**src/design/srtf_pkg.sv**
```systemverilog
`default_nettype none
// ----------------------------------------------------------------------------
// srtf_pkg
// Shared types, constants and helpers of the SRTF scheduler.
// ----------------------------------------------------------------------------
package srtf_pkg;

    localparam int MAX_JOBS  = 16;
    localparam int TIME_BITS = 16;
    localparam int SLOT_BITS = (MAX_JOBS > 1) ? $clog2(MAX_JOBS) : 1;
    localparam int PID_BITS  = 4;
    localparam int REM_BITS  = 16;
    localparam int OUT_TIME_BITS = 16;

    typedef logic [TIME_BITS-1:0] time_t;
    typedef logic [SLOT_BITS-1:0] slot_t;
    typedef logic [REM_BITS-1:0]  rem_t;

    localparam time_t TIME_MAX = '1;

    localparam logic KIND_LOAD = 1'b0;
    localparam logic KIND_TICK = 1'b1;

    typedef enum logic [1:0] {
        ST_IDLE,
        ST_SCAN,
        ST_COMMIT
    } ctrl_state_t;

    typedef struct packed {
        logic  valid;
        logic  found;
        logic  any;
        logic  many;
        logic  disp;
        slot_t id;
        rem_t  rem;
        time_t arr;
        time_t min_arr;
    } tok_t;

    typedef struct packed {
        logic  load_en;
        slot_t load_id;
        time_t load_arr;
        rem_t  load_rem;
        logic  commit_en;
        slot_t commit_id;
    } cmd_t;

    function automatic time_t sat_arrival(input logic [OUT_TIME_BITS-1:0] a);
        time_t r;
        if (32'(a) > 32'(TIME_MAX)) begin
            r = TIME_MAX;
        end else begin
            r = TIME_BITS'(a);
        end
        return r;
    endfunction

endpackage
`default_nettype wire

```
**src/design/srtf_cell.sv**
```systemverilog
`default_nettype none
// ----------------------------------------------------------------------------
// srtf_cell
// One job slot: holds arrival, remaining work and flags, and merges its
// candidate into the scan token passing along the chain.
// ----------------------------------------------------------------------------
module srtf_cell import srtf_pkg::*; (
    input  wire logic aclk,
    input  wire logic aresetn,
    input  wire slot_t slot_idx,
    input  wire time_t now_time,
    input  wire cmd_t  cmd,
    input  wire tok_t  tok_in,
    output tok_t       tok_out
);

    time_t arr_reg, arr_next;
    rem_t  rem_reg, rem_next;
    logic  live_reg, live_next;
    logic  disp_reg, disp_next;
    tok_t  tok_reg, tok_next;

    logic has_work, eligible, better;

    always_comb begin
        arr_next  = arr_reg;
        rem_next  = rem_reg;
        live_next = live_reg;
        disp_next = disp_reg;
        if (cmd.load_en && cmd.load_id == slot_idx) begin
            arr_next  = cmd.load_arr;
            rem_next  = cmd.load_rem;
            live_next = 1'b1;
            disp_next = 1'b0;
        end else if (cmd.commit_en && cmd.commit_id == slot_idx) begin
            rem_next  = rem_reg - rem_t'(1);
            disp_next = 1'b1;
        end
    end

    always_comb begin
        has_work = live_reg && (rem_reg != '0);
        eligible = has_work && (arr_reg <= now_time);
        better   = eligible && (!tok_in.found || (rem_reg < tok_in.rem) ||
                   ((rem_reg == tok_in.rem) && (arr_reg < tok_in.arr)));
        tok_next       = tok_in;
        tok_next.found = tok_in.found | eligible;
        tok_next.any   = tok_in.any | has_work;
        tok_next.many  = tok_in.many | (tok_in.any & has_work);
        if (better) begin
            tok_next.id   = slot_idx;
            tok_next.rem  = rem_reg;
            tok_next.arr  = arr_reg;
            tok_next.disp = disp_reg;
        end
        if (has_work && (!tok_in.any || (arr_reg < tok_in.min_arr))) begin
            tok_next.min_arr = arr_reg;
        end
    end

    always_ff @(posedge aclk) begin
        if (!aresetn) begin
            live_reg      <= 1'b0;
            disp_reg      <= 1'b0;
            tok_reg.valid <= 1'b0;
        end else begin
            live_reg      <= live_next;
            disp_reg      <= disp_next;
            tok_reg.valid <= tok_next.valid;
        end
    end

    always_ff @(posedge aclk) begin
        arr_reg       <= arr_next;
        rem_reg       <= rem_next;
        tok_reg.found <= tok_next.found;
        tok_reg.any   <= tok_next.any;
        tok_reg.many  <= tok_next.many;
        tok_reg.disp  <= tok_next.disp;
        tok_reg.id    <= tok_next.id;
        tok_reg.rem   <= tok_next.rem;
        tok_reg.arr   <= tok_next.arr;
        tok_reg.min_arr <= tok_next.min_arr;
    end

    assign tok_out = tok_reg;

endmodule
`default_nettype wire

```
**src/design/srtf_ctrl.sv**
```systemverilog
`default_nettype none
// ----------------------------------------------------------------------------
// srtf_ctrl
// Sequencer: takes transactions, launches scan tokens into the cell chain,
// applies the start-of-run time jump and commits each tick's result.
// ----------------------------------------------------------------------------
module srtf_ctrl import srtf_pkg::*; (
    input  wire logic aclk,
    input  wire logic aresetn,

    input  wire logic s_valid,
    output logic      s_ready,
    input  wire logic s_kind,
    input  wire logic [PID_BITS-1:0]      s_process_id,
    input  wire logic [OUT_TIME_BITS-1:0] s_arrival_time,
    input  wire logic [REM_BITS-1:0]      s_burst_time,

    output logic      m_valid,
    input  wire logic m_ready,
    output logic [OUT_TIME_BITS-1:0] m_tick_time,
    output logic [PID_BITS-1:0]      m_running_id,
    output logic      m_idle,
    output logic      m_switched,
    output logic      m_first_run,
    output logic      m_finished,
    output logic      m_all_done,

    output cmd_t      cmd,
    output time_t     now_time,
    output tok_t      tok_first,
    input  wire tok_t tok_last
);

    ctrl_state_t state_reg, state_next;
    logic  run_started_reg, run_started_next;
    logic  jump_reg, jump_next;
    logic  launch_reg, launch_next;
    time_t clock_reg, clock_next;
    logic  last_valid_reg, last_valid_next;
    slot_t last_id_reg, last_id_next;
    tok_t  res_reg;

    logic  m_valid_reg, m_valid_next;
    logic [OUT_TIME_BITS-1:0] m_tick_time_reg;
    logic [PID_BITS-1:0]      m_running_id_reg;
    logic  m_idle_reg, m_switched_reg, m_first_run_reg, m_finished_reg, m_all_done_reg;

    logic accept, tick_fire, load_fire, commit_fire, scan_done, do_jump;
    logic res_finished, res_all_done;

    always_comb begin
        accept    = s_valid && s_ready;
        tick_fire = accept && (s_kind == KIND_TICK);
        load_fire = accept && (s_kind == KIND_LOAD) && (s_burst_time != '0) &&
                    (32'(s_process_id) < 32'(MAX_JOBS));
        do_jump   = (state_reg == ST_SCAN) && tok_last.valid && jump_reg && tok_last.any;
        scan_done = (state_reg == ST_SCAN) && tok_last.valid && !do_jump;
        res_finished = res_reg.found && (res_reg.rem == rem_t'(1));
        res_all_done = !res_reg.any || (!res_reg.many && res_finished);
    end

    always_comb begin
        state_next = state_reg;
        case (state_reg)
            ST_IDLE: begin
                if (tick_fire) state_next = ST_SCAN;
            end
            ST_SCAN: begin
                if (scan_done) state_next = ST_COMMIT;
            end
            ST_COMMIT: begin
                if (!m_valid_reg || m_ready) state_next = ST_IDLE;
            end
            default: state_next = ST_IDLE;
        endcase
    end

    always_comb begin
        s_ready     = (state_reg == ST_IDLE);
        commit_fire = (state_reg == ST_COMMIT) && (!m_valid_reg || m_ready);
    end

    always_comb begin
        run_started_next = run_started_reg;
        jump_next        = jump_reg;
        launch_next      = 1'b0;
        clock_next       = clock_reg;
        last_valid_next  = last_valid_reg;
        last_id_next     = last_id_reg;
        m_valid_next     = m_valid_reg && !m_ready;
        if (tick_fire) begin
            launch_next      = 1'b1;
            jump_next        = !run_started_reg;
            run_started_next = 1'b1;
        end
        if ((state_reg == ST_SCAN) && tok_last.valid) begin
            jump_next = 1'b0;
        end
        if (do_jump) begin
            clock_next  = tok_last.min_arr;
            launch_next = 1'b1;
        end
        if (commit_fire) begin
            m_valid_next = 1'b1;
            if (clock_reg != TIME_MAX) clock_next = clock_reg + time_t'(1);
            if (!res_reg.found || res_finished) begin
                last_valid_next = 1'b0;
            end else begin
                last_valid_next = 1'b1;
                last_id_next    = res_reg.id;
            end
        end
    end

    always_ff @(posedge aclk) begin
        if (!aresetn) begin
            state_reg       <= ST_IDLE;
            run_started_reg <= 1'b0;
            jump_reg        <= 1'b0;
            launch_reg      <= 1'b0;
            clock_reg       <= '0;
            last_valid_reg  <= 1'b0;
            m_valid_reg     <= 1'b0;
        end else begin
            state_reg       <= state_next;
            run_started_reg <= run_started_next;
            jump_reg        <= jump_next;
            launch_reg      <= launch_next;
            clock_reg       <= clock_next;
            last_valid_reg  <= last_valid_next;
            m_valid_reg     <= m_valid_next;
        end
    end

    always_ff @(posedge aclk) begin
        last_id_reg <= last_id_next;
        if ((state_reg == ST_SCAN) && tok_last.valid) begin
            res_reg <= tok_last;
        end
        if (commit_fire) begin
            m_tick_time_reg  <= OUT_TIME_BITS'(clock_reg);
            m_running_id_reg <= res_reg.found ? PID_BITS'(res_reg.id) : '0;
            m_idle_reg       <= !res_reg.found;
            m_switched_reg   <= res_reg.found &&
                                (!last_valid_reg || (res_reg.id != last_id_reg));
            m_first_run_reg  <= res_reg.found && !res_reg.disp;
            m_finished_reg   <= res_finished;
            m_all_done_reg   <= res_all_done;
        end
    end

    always_comb begin
        cmd.load_en   = load_fire;
        cmd.load_id   = SLOT_BITS'(s_process_id);
        cmd.load_arr  = sat_arrival(s_arrival_time);
        cmd.load_rem  = s_burst_time;
        cmd.commit_en = commit_fire && res_reg.found;
        cmd.commit_id = res_reg.id;
        now_time      = clock_reg;
        tok_first       = '0;
        tok_first.valid = launch_reg;
    end

    assign m_valid      = m_valid_reg;
    assign m_tick_time  = m_tick_time_reg;
    assign m_running_id = m_running_id_reg;
    assign m_idle       = m_idle_reg;
    assign m_switched   = m_switched_reg;
    assign m_first_run  = m_first_run_reg;
    assign m_finished   = m_finished_reg;
    assign m_all_done   = m_all_done_reg;

endmodule
`default_nettype wire

```
**src/design/srtf_preemptive_scheduler.sv**
```systemverilog
`default_nettype none
// ----------------------------------------------------------------------------
// srtf_preemptive_scheduler
// Shortest-remaining-time-first scheduler over a chain of job-slot cells.
//
// Input channel s_*: a transaction with s_kind = load writes one job slot
// (arrival, burst) and gives no result; zero bursts and slots
// beyond the table are dropped. A transaction with s_kind = tick runs one
// scheduler step and gives exactly one result on m_*.
// A tick launches a token that walks the MAX_JOBS cells, one cell per cycle,
// picking the least remaining time (then earlier arrival, then lower slot).
// A tick's result is captured at the chain's end, then committed to the output
// register; the first tick after reset walks the chain twice when a slot holds
// work (time jump to earliest arrival). The chain length sets the rate.
// s_ready is high only between ticks; loads are taken back to back.
// A result waits in the output register while m_ready is low; the next tick
// may be accepted and scanned meanwhile, and commits once the register frees.
// Reset clears all slots as not loaded, the clock to zero and the run state.
// ----------------------------------------------------------------------------
module srtf_preemptive_scheduler import srtf_pkg::*; (
    input  wire logic aclk,
    input  wire logic aresetn,

    input  wire logic s_valid,
    output logic      s_ready,
    input  wire logic s_kind,
    input  wire logic [PID_BITS-1:0]      s_process_id,
    input  wire logic [OUT_TIME_BITS-1:0] s_arrival_time,
    input  wire logic [REM_BITS-1:0]      s_burst_time,

    output logic      m_valid,
    input  wire logic m_ready,
    output logic [OUT_TIME_BITS-1:0] m_tick_time,
    output logic [PID_BITS-1:0]      m_running_id,
    output logic      m_idle,
    output logic      m_switched,
    output logic      m_first_run,
    output logic      m_finished,
    output logic      m_all_done
);

    cmd_t  cmd;
    time_t now_time;
    tok_t  chain [MAX_JOBS+1];

    srtf_ctrl u_ctrl (
        .aclk           (aclk),
        .aresetn        (aresetn),
        .s_valid        (s_valid),
        .s_ready        (s_ready),
        .s_kind         (s_kind),
        .s_process_id   (s_process_id),
        .s_arrival_time (s_arrival_time),
        .s_burst_time   (s_burst_time),
        .m_valid        (m_valid),
        .m_ready        (m_ready),
        .m_tick_time    (m_tick_time),
        .m_running_id   (m_running_id),
        .m_idle         (m_idle),
        .m_switched     (m_switched),
        .m_first_run    (m_first_run),
        .m_finished     (m_finished),
        .m_all_done     (m_all_done),
        .cmd            (cmd),
        .now_time       (now_time),
        .tok_first      (chain[0]),
        .tok_last       (chain[MAX_JOBS])
    );

    for (genvar i = 0; i < MAX_JOBS; i++) begin : g_cell
        srtf_cell u_cell (
            .aclk     (aclk),
            .aresetn  (aresetn),
            .slot_idx (SLOT_BITS'(i)),
            .now_time (now_time),
            .cmd      (cmd),
            .tok_in   (chain[i]),
            .tok_out  (chain[i+1])
        );
    end

endmodule
`default_nettype wire

```
**config.mk**
```make
export PLATFORM = sky130hd
export DESIGN_NAME = srtf_preemptive_scheduler
export DESIGN_NICKNAME = d
export VERILOG_FILES = /design/src/design/srtf_pkg.sv /design/src/design/srtf_cell.sv /design/src/design/srtf_ctrl.sv /design/src/design/srtf_preemptive_scheduler.sv
export SDC_FILE = /design/constraint.sdc
export NUM_CORES = 2
export LEC_CHECK = 0
export ABC_AREA = 0
export BUFFER_PORTS_ARGS = -buffer_cell sky130_fd_sc_hd__buf_4
export CORE_MARGIN = 2
export CORE_UTILIZATION = 45
export CTS_CLUSTER_DIAMETER = 100
export DETAILED_ROUTE_END_ITERATION = 12
export GPL_ROUTABILITY_DRIVEN = 0
export PLACE_DENSITY = 0.72
export SYNTH_ARGS = -nofsm -noshare
export SYNTH_HDL_FRONTEND = slang
export SYNTH_SLANG_ARGS = --single-unit
```
**constraint.sdc**
```tcl
create_clock -name aclk -period 3.5 [get_ports aclk]
set_clock_uncertainty 0.05 [all_clocks]
set_input_delay 0.35 -clock aclk [delete_from_list [all_inputs] [get_ports aclk]]
set_output_delay 0.35 -clock aclk [all_outputs]
set_load 0.005 [all_outputs]
```
==> flow_metrics.env <==
export IMPL_synth_top_area_share_pct=24.4
export IMPL_cts_sinks=1500
export IMPL_synthFlopType="dfxtp_1"
export IMPL_synth_warnings=0
export IMPL_crit_path_cell_trace="or3_1 > or4_1 > or3_1 > o31ai_2 > a21oi_1 > o21ai_2 > buf_12 > mux2_2"
export IMPL_critPathCaptureType="register"
export IMPL_initial_core_util_pct=45.3
export IMPL_worst_pin_slew_ps=1100
export IMPL_intPower_mw=28.5
export IMPL_pwr_share_clk_pct=45.3
export IMPL_root_buffer="clkbuf_16"
export IMPL_instances_no_fill=9751
export IMPL_clkTransAtPathRegs_ps=60
export IMPL_crit_type="register to register"
export IMPL_critPathSlowestCell="o31ai_2"
export IMPL_leakagePower_nw=33.9
export IMPL_post_synth_top_area_cell="dfxtp_1"
export IMPL_fmax_mhz=291
export IMPL_layout_commonest_cell="ha_1"
export IMPL_finalHoldViolCount=0
export IMPL_grt_pass1_vias=55400
export IMPL_synth_edf_count=565
export IMPL_cp_max_fo=18
export IMPL_drtIter0Drc=3958
export IMPL_cpMostUsedCell="or3_1"
export IMPL_nets=8406
export IMPL_layout_drive_gt1_share_pct=17.2
export IMPL_synthCells=7069
export IMPL_vias=54100
export IMPL_yosysUniqueCellTypes=86
export IMPL_wire_per_inst_um=20.8
export IMPL_status="finished clean"
export IMPL_cts_inserted_buffers=153
export IMPL_grt_use_total_pct=23.0
export IMPL_die_h_um=417
export IMPL_maxCapViolations=0
export IMPL_io_pins=68
export IMPL_dr_pass1_iters=5
export IMPL_insertion_delay_ps=820
export IMPL_synth_seq_area_share_pct=46.5
export IMPL_placed_cells=9440
export IMPL_rsz0062_at_grt="no"
export IMPL_pwr_share_seq_pct=50.9
export IMPL_syn_nets=8073
export IMPL_syn2layout_area_growth_pct=13.9
export IMPL_fin_crit_sh_pct=98.2
export IMPL_place_detailed_hpwl_mm=154
export IMPL_syn_cell_area_sq_mm=0.0767
export IMPL_grt_pass1_wl_mm=313
export IMPL_cts_tree="done"
export IMPL_cp_required_ps=4140
export IMPL_setup_viol=0
export IMPL_synth_area_leaders="dfxtp_1 24%, edfxtp_1 22%, ha_1 16%"
export IMPL_grt_ovfl_total=0
export IMPL_antenna_found_initial=13
export IMPL_cts_htree_levels=4
export IMPL_grt_max_degree=57
export IMPL_final_cell_mix="963 x ha_1, 935 x dfxtp_1, 801 x inv_1, 609 x mux2_2, 565 x edfxtp_1"
export IMPL_ant_nets=0
export IMPL_cts_buffer_depth=3
export IMPL_period_needed_ps=3440
export IMPL_placementRows=151
export IMPL_power_frac_comb_pct=3.8
export IMPL_drcViolationCount=0
export IMPL_hp_class="input pin to register"
export IMPL_largest_reg_flops=880
export IMPL_ys_ff_latch=1500
export IMPL_swShare_pct=21.9
export IMPL_p_sw_mw=7.98
export IMPL_worst_hold_slack_ps=99.7
export IMPL_ir_drop_mv=0.514
export IMPL_portBuffers=67
export IMPL_slew_limit_headroom_pct=26.1
export IMPL_synthArstFlopShare_pct=0
export IMPL_coreArea_sq_mm=0.169
export IMPL_slowest_delay_ps=560
export IMPL_vias_per_cell=5.55
export IMPL_dieArea_sq_mm=0.174
export IMPL_drv_slew=0
export IMPL_worstSetupStartpointType="register"
export IMPL_cp_arrival_ps=4070
export IMPL_avgSynthCellArea_sq_um=10.8
export IMPL_wl_mm=203
export IMPL_power_density_mw_per_mm2=417
export IMPL_die_w_um=417
==> cells in the mapped netlist (all sizes together) (71+ instances only) <==
master	n
a21oi	327
dfxtp	935
nor4	71
edfxtp	565
mux2	669
nor2b	85
nand3	99
nand4	140
nor2	266
clkbuf	114
a21o	205
ha	963
inv	803
o21ai	407
nor3	89
nand2	429
xnor2	158
==> final cells by class <==
| type | instances | area, sq um |
|---|---|---|
| fill | 14400 | 81900 |
| multi-input combinational | 4590 | 37300 |
| sequential | 1500 | 35700 |
| clock buffer | 225 | 4470 |
| timing repair buffer | 354 | 3490 |
| inverter | 803 | 3020 |
| tap | 2218 | 2780 |
| clock inverter | 60 | 644 |
| antenna | 1 | 2.50 |
==> path summary, 6_finish.rpt <==
check	startpoint	endpoint	slack, ps	cells after the start
worst max register to register	g_cell[15].u_cell.rem_reg[9]$_DFFE_PP_	g_cell[15].u_cell.tok_out[35]$_DFF_P_	60	8
worst min register to register	g_cell[15].u_cell.tok_out[35]$_DFF_P_	u_ctrl.res_reg[35]$_DFFE_PP_	350	0
worst min-delay path	s_process_id[0]	g_cell[8].u_cell.disp_reg$_SDFFE_PP0P_	100	6
worst max-delay path	g_cell[15].u_cell.rem_reg[9]$_DFFE_PP_	g_cell[15].u_cell.tok_out[35]$_DFF_P_	60	8
==> per-stage QoR <==
stage | cell area, sq um | total power, mW | setup slack, ps | util, % | TNS, ps
2_1_floorplan | 76700 | 19.7 | -285 | - | -18030
3_3_place_gp | 81900 | 20.2 | -133 | 48.4 | -7680
3_5_place_dp | 81900 | 20.3 | -83.2 | 48.4 | -5090
4_1_cts | 87300 | 36.7 | 15.3 | 51.6 | 0
5_1_grt | 87300 | 37.5 | 11.6 | 51.6 | 0
6_report | 87300 | 36.4 | 64.2 | 51.6 | 0
==> critical path, delay by kind of cell, from the launching register on <==
kind,cells,cell delay (ps)
buffers and inverters,1,180
and+or+nand+nor,3,1280
AOI/OAI and AO/OA,3,970
muxes,1,360
DFF,1,460
==> power groups by stage <==
stage | Combinational [mW] | Sequential [mW] | Clock (mW)
after global placement | 1.28 | 18.9 | 0
after detailed placement | 1.34 | 18.9 | 0
final | 1.38 | 18.6 | 16.5
after CTS | 1.38 | 18.6 | 16.7
after floorplan | 0.831 | 18.9 | 0
after global routing | 1.52 | 18.6 | 17.4
==> timing repair <==
action	CTS	global route
cloned	0	0
buffers inserted	2	2
pin swaps	0	2
hold endpoints to repair	270	0
endpoints found under the setup margin	150	11
resized for setup	4	4
hold buffers	21	0
==> layer usage <==
metal  up-vias  GRT usage, %  part of all wire [%]
li1      25900             -                     -
met1     26200          27.1                    40
met2      1473          40.8                    49
met3       509          3.29                   5.0
met4         6          11.5                   5.0
met5         -             0                 0.021
==> cells by family after synthesis <==
kind of cell,share of synthesized area (%)
fa+ha+maj,15.7
xor+xnor,2.43
simple gates,9.72
buf+inv,5.03
compound gates,10.3
flops,46.5
mux,10.3
Note: power is estimated with default switching activity, not from simulation.
